--- config.mk ---
export PLATFORM = sky130hd
export DESIGN_NAME = kwm_front
export DESIGN_NICKNAME = d
export VERILOG_FILES = /design/src/design/kwm_pkg.sv /design/src/design/kwm_front.sv
export SDC_FILE = /design/constraint.sdc
export NUM_CORES = 1
export LEC_CHECK = 0
export ABC_AREA = 0
export BUFFER_PORTS_ARGS = -buffer_cell sky130_fd_sc_hd__buf_2
export CORE_UTILIZATION = 45
export CTS_CLUSTER_SIZE = 25
export DETAILED_ROUTE_END_ITERATION = 10
export GPL_ROUTABILITY_DRIVEN = 0
export PLACE_DENSITY = 0.75
export SYNTH_ARGS = -nofsm -noshare
export SYNTH_HDL_FRONTEND = slang
export SYNTH_SLANG_ARGS = --single-unit
export TNS_END_PERCENT = 50
--- constraint.sdc ---
create_clock -name clk -period 3.5 [get_ports clk]
set_input_delay 0.35 -clock clk [delete_from_list [all_inputs] [get_ports clk]]
set_output_delay 0.35 -clock clk [all_outputs]
set_load 0.01 [all_outputs]
--- src/design/kwm_pkg.sv ---
// Shared types, codes and helpers for the timestamp k-way merge block.
package kwm_pkg;

  localparam int STREAMS            = 4;
  localparam int SIDX_W             = 2;
  localparam int ACT_W              = 3;
  localparam int DEFAULT_FIFO_DEPTH = 16;
  localparam int MAX_RESULTS        = 64;
  localparam int CNT_W              = 7;
  localparam int QDEPTH             = 2;
  localparam int QPW                = 1;
  localparam int QCW                = 2;

  localparam logic [ACT_W-1:0] ACT_RESET = 3'd4;

  localparam logic [1:0] CMD_PUSH    = 2'd0;
  localparam logic [1:0] CMD_CLOSE   = 2'd1;
  localparam logic [1:0] CMD_RESTART = 2'd2;

  localparam logic [1:0] ST_MERGED  = 2'd0;
  localparam logic [1:0] ST_FULL    = 2'd1;
  localparam logic [1:0] ST_CLOSED  = 2'd2;

  typedef enum logic [1:0] {
    OP_PUSH,
    OP_CLOSE,
    OP_RESTART,
    OP_NONE
  } op_t;

  typedef enum logic [1:0] {
    BS_IDLE,
    BS_APPLY,
    BS_SELECT,
    BS_EMIT
  } back_state_t;

  typedef struct packed {
    logic [1:0]        cmd;
    logic [SIDX_W-1:0] stream_index;
    logic signed [63:0] event_time;
    logic [15:0]       instrument_index;
    logic [31:0]       payload;
  } in_item_t;

  typedef struct packed {
    logic [1:0]        status;
    logic [SIDX_W-1:0] source_stream;
    logic signed [63:0] out_time;
    logic [15:0]       out_instrument;
    logic [31:0]       out_payload;
    logic              late;
    logic              all_done;
    logic              run_end;
  } out_item_t;

  typedef struct packed {
    logic signed [63:0] ev_time;
    logic [15:0]        ev_instr;
    logic [31:0]        ev_payload;
  } entry_t;

  typedef struct packed {
    op_t               op;
    logic [SIDX_W-1:0] stream;
    entry_t            ev;
  } q_item_t;

  typedef struct packed {
    logic push;
    logic pop;
    logic clear;
  } lane_ctl_t;

  // Ordering key: signed timestamp, then instrument index.
  function automatic logic key_less(input entry_t a, input entry_t b);
    logic t_lt;
    logic t_eq;
    t_lt = $signed(a.ev_time) < $signed(b.ev_time);
    t_eq = a.ev_time == b.ev_time;
    return t_lt || (t_eq && (a.ev_instr < b.ev_instr));
  endfunction

endpackage

--- src/design/kwm_front.sv ---
// Front end: accept requests, decode the command and queue them for the back end.
module kwm_front (
  input  logic              clk,
  input  logic              rst_n,
  input  logic              in_valid,
  output logic              in_ready,
  input  kwm_pkg::in_item_t in_data,
  output logic              q_valid,
  output kwm_pkg::q_item_t  q_item,
  input  logic              q_pop
);
  import kwm_pkg::*;

  q_item_t          q_r [QDEPTH];
  q_item_t          dec;
  logic [QPW-1:0]   wp_r;
  logic [QPW-1:0]   rp_r;
  logic [QCW-1:0]   cnt_r, cnt_nxt;
  logic             take;
  logic             give;

  always_comb begin
    dec.stream = in_data.stream_index;
    dec.ev.ev_time    = in_data.event_time;
    dec.ev.ev_instr   = in_data.instrument_index;
    dec.ev.ev_payload = in_data.payload;
    case (in_data.cmd)
      CMD_PUSH:    dec.op = OP_PUSH;
      CMD_CLOSE:   dec.op = OP_CLOSE;
      CMD_RESTART: dec.op = OP_RESTART;
      default:     dec.op = OP_NONE;
    endcase
  end

  assign in_ready = cnt_r != QCW'(QDEPTH);
  assign take     = in_valid && in_ready;
  assign q_valid  = cnt_r != '0;
  assign give     = q_pop && q_valid;
  assign q_item   = q_r[rp_r];

  always_comb begin
    cnt_nxt = cnt_r;
    if (take && !give) begin
      cnt_nxt = cnt_r + 1'b1;
    end else if (give && !take) begin
      cnt_nxt = cnt_r - 1'b1;
    end
  end

  always_ff @(posedge clk) begin
    if (!rst_n) begin
      wp_r  <= '0;
      rp_r  <= '0;
      cnt_r <= '0;
    end else begin
      cnt_r <= cnt_nxt;
      if (take) begin
        wp_r <= wp_r + 1'b1;
      end
      if (give) begin
        rp_r <= rp_r + 1'b1;
      end
    end
  end

  always_ff @(posedge clk) begin
    if (take) begin
      q_r[wp_r] <= dec;
    end
  end

`ifndef SYNTHESIS
  a_pop_needs_item: assert property (@(posedge clk) disable iff (!rst_n)
    q_pop |-> q_valid)
    else $error("queue popped while empty");
  a_fill_up: assert property (@(posedge clk) disable iff (!rst_n)
    (take && !give) |=> cnt_r == $past(cnt_r) + 1'b1)
    else $error("queue count missed an accepted request");
  a_ptr_gap: assert property (@(posedge clk) disable iff (!rst_n)
    (cnt_r == '0) |-> (wp_r == rp_r))
    else $error("queue pointers apart while empty");
`endif

endmodule

Word-level counts from Yosys, hierarchy flattened. Memories as Yosys holds them, arrays and structs flattened. A register that Yosys moved wholly into a read port is not among the register bits. Cells that the tools add are included.

Register bits after elaboration: 4. Bits in latches: 0. Memory bits (writable): 232. Memory bits (read-only): 0. Input bits: 120. Output and inout bits: 118. Logic and storage cells: 27. Memories kept: 1.

$add $sub $neg: 4. $mul: 0. Divide/modulo/power cells: 0. Order comparisons: 0. Eq/ne operators: 3. Shifts and indexed selects: 0. Muxes and demuxes: 7. Bitwise logic cells: 0. Reduce and logical (&&, ||, !) cells: 9.

Memories: q_r (depth 2, width 116, read ports 1, clocked after memory_dff 1, write ports 1, RTL line kwm_front.sv:14) `q_item_t q_r [QDEPTH];`.

Operator list (number): 2-bit case mux with 3 select lines (1); 1-bit logical AND (4); 1-bit two-way mux (4); 2-bit two-way mux (2); 2-bit nonzero test (2); 1-bit adder, second input constant (2); 2-bit by 1-bit adder with 2-bit output, second input constant (1); 2-bit by 1-bit == test with 1-bit output, second input constant (1); 2-bit == test, second input constant (1); 1-bit zero test (2); 2-bit zero test (1); 2-bit inequality test, second input constant (1); 2-bit by 1-bit subtractor with 2-bit output, second input constant (1).

Depth between registers and ports, before layout.
Depth in word-level cells: 6. Gate-level depth with buffers: 6. Depth with buffers taken out: 6.

Worst setup path after synthesis. Ideal clock, no wire load.

Kind: register to register. Start: register cnt_r[0]. End: memory q_r[1][0] in the netlist's numbering (enable). Library setup time: 0.489 ns. Data arrival time: 3.296 ns. Data required time: 3.011 ns. Path slack: -0.285 ns. Cell stages (with the launch flop): 3. Path buffers: 0. Clock period less this slack: 3.785 ns. Cell sequence: dfxtp_1 nand2b_4 and3_1.

Word-level cells in the longest chain between the ends: 4.

RTL lines: start: declaration (RTL line kwm_front.sv:18) `logic [QCW-1:0] cnt_r, cnt_nxt;`; start signal: assignment (RTL line kwm_front.sv:56) `cnt_r <= cnt_nxt;`; 2-bit inequality test (RTL line kwm_front.sv:35) `assign in_ready = cnt_r != QCW'(QDEPTH);`; named net in_ready (RTL line kwm_front.sv:6) `output logic in_ready,`; 1-bit logical AND (RTL line kwm_front.sv:36) `assign take = in_valid && in_ready;`; 1-bit two-way mux (RTL line kwm_front.sv:67) `if (take) begin`; 1-bit two-way mux (not written as such) (RTL line kwm_front.sv:68) `q_r[wp_r] <= dec;`; end: declaration (RTL line kwm_front.sv:14).

The timed path passes the listed nets, and every way through them passes these cells.

==> reports/results.ini <==
[power_and_ir_drop]
p_per_area_nw_per_um2=743.7
p_leak_nw=4.218
ir_worst_vdd_mv=0.4462

[timing]
rsz0062_at_grt=false
period_share_pct=77.74
slew_headroom_pct=58.78
setup_viol_count_final=0
fin_tns_setup_ns=0
report.final.slew_viol_count=0
clock_skew_ns=0.007582
fmax_mhz=367.5
holdWs_ns=0.03769
worst_slew_pin_slew_ns=0.6183
hold_violations=0
fin_crit_ns=2.721

[worst_setup_path]
worst_ep_arrival_time_ns=2.37
endpoint=q_item[17]
slowest_stage=dfxtp_4
cp-end-kind=output port
critical_path_class=reg2out
path_cells=buf_4 > mux2_2 > buf_2
ff2ff_setup_slack_ns=1.40
rr_worst_depth=4
required_ns=3.15
start_kind=register
reg2reg_to=q_r[0][35]$_DFFE_PP_
max_stage_delay_ns=0.74
r2r_start=cnt_r[0]$_SDFFE_PN0P_
path_max_fanout=36

[global_route]
grt_pass1_vias=4779
track_usage_pct=16.02
grt_pass1_wl_mm=24.61
antenna_found_initial=0
grt_overflow=0
grt_max_degree=74

[floorplan]
initial_utilization_pct=46.45
rows=50
core_area_um2=18890
die_y_um=141.7
die_w_um=141.7
dieArea_um2=20060
ioPinCount=238

[clock_network]
cts_hold_buf=0
cts_root_buf=clkbuf_16
cts_buffer_depth=3
htreeDepth=1
insertion_delay_ns=0.50
cts_buffers=25
postCtsSetupRepairBufs=0
cts_tree=yes
cts_resized=0
clock_sinks=237
clk_pin_slew_ns=0.06

[layout]
final.fill_count=1427
layout_common_cells=237 x buf_2, 232 x edfxtp_1, 76 x mux2_2, 40 x mux2_4, 25 x clkbuf_16
insertedDiodeCount=0
nets=763
syn_to_final_growth_pct=26.56
layout_commonest_cell=buf_2
drive_gt1_share_pct=60.85

[placement]
dp_hpwl_mm=10.61
place.port_buffers=237

[synth]
ys_types=22
synth_xor_area_share_pct=0.2994
syn_nets=508
ys_ff_latch=237
synth_area_um2=8776
yosysSeqAreaShare_pct=80.52
synthCells=387
synth.area.mux_share_pct=16.60
ys.warnings.count=0
synth_edf_count=232
yosys.area_share.simple_pct=0.7414
synth-main-ff-cell=edfxtp_1
synth_compound_area_share_pct=0.3992
synth_top_family_by_area=multiplexers
synth.avg_cell_area_um2=22.68
synthAdderAreaFrac_pct=0.1426
async_flop_share_pct=0

[route]
vias=4426
drc=0
drt-pass1-iter-count=4
ant_nets=0
wl_mm=16.23
post_drt_wl_per_cell_um=17.66
first_iter_violations=179
vias_per_cell=4.816

[worst_hold_path]
hold_class=in2reg
worstHoldStart=in_data[55]

[status]
status=complete, no violations

[job]
drv_cap=0

## routing by layer
metal / share of wire, % / track usage, % / vias up / wire, µm
met5: 0 / 0 / - / 0
met4: 2.4 / 5.037 / 0 / 395
met3: 7.5 / 4.691 / 32 / 1221
met2: 51 / 28.86 / 170 / 8322
met1: 39 / 18.30 / 2171 / 6287
li1: - / - / 2053 / -
## cell type report
class                      instances  area (µm²)  area share (%)
inverter                           1       6.256         0.05633
clock inverter                    14       191.4           1.724
sequential                       237        7071           63.66
multi-input combinational        134        1600           14.41
clock buffer                      30       644.4           5.802
tap                              260       325.3           2.929
timing repair buffer             243        1269           11.42
## report_power, final
part | switching (W) | internal (W) | total [W] | leakage [nW]
combinational | 0.000929 | 0.000947 | 0.00188 | 1.60
clock | 0.000995 | 0.00167 | 0.00267 | 0.413
sequential | 0.000169 | 0.00355 | 0.00372 | 2.21
total | 0.00209 | 0.00617 | 0.00826 | 4.22
## flip-flops by register name (all words and copies together), names as in the netlist, named ones only
name   cells
q_r      232
cnt_r      2
rp_r       1
wp_r       1
## synthesized netlist by cell type, types with 2 or more instances
library cell | instances | share of area [%]
clkbuf_1 | 2 | 0.086
and2_1 | 4 | 0.29
buf_2 | 7 | 0.40
mux2_4 | 40 | 6.8
edfxtp_1 | 232 | 79
xnor2_1 | 2 | 0.20
dfxtp_1 | 5 | 1.1
buf_6 | 6 | 0.77
mux2_2 | 76 | 9.8
## metrics by stage
stage	utilization, %	total power [W]	setup WS (ns)	std cells	instance area, µm²
2_1_floorplan	-	0.004999	0.1183	387	8777
3_3_place_gp	54.36	0.005600	1.375	875	10270
3_5_place_dp	54.36	0.005673	1.281	875	10270
4_1_cts	58.79	0.008358	0.7226	919	11110
5_1_grt	58.79	0.008602	0.6756	919	11110
6_report	58.79	0.008261	0.7793	919	11110
## worst min path at each step
stage | end | slack [ns] | cells after the start
3_5_place_dp | q_r[1][49]$_DFFE_PP_ | 0.54 | 1
4_1_cts | q_r[0][42]$_DFFE_PP_ | 0.01 | 1
3_3_place_gp | cnt_r[1]$_SDFFE_PN0P_ | 0.52 | 2
2_1_floorplan | q_r[0][0]$_DFFE_PP_ | 0.45 | 0
5_1_grt | q_r[0][62]$_DFFE_PP_ | 0.01 | 1
6_report | q_r[1][55]$_DFFE_PP_ | 0.04 | 1
## critical path: cells and delay by family (launching register included)
kind / cells / cell delay [ns]
buffers and inverters: 2 / 0.67
muxes: 1 / 0.40
DFF: 1 / 0.74
## kinds of logic (layout without fill, tap and decap cells)
logic type | after synthesis | count (layout)
buf+inv | 16 | 288
xor+xnor | 3 | 3
flops | 237 | 237
mux | 116 | 116
compound gates | 5 | 5
simple gates | 9 | 9
fa+ha+maj | 1 | 1
Power figures use the tool's default switching activity.
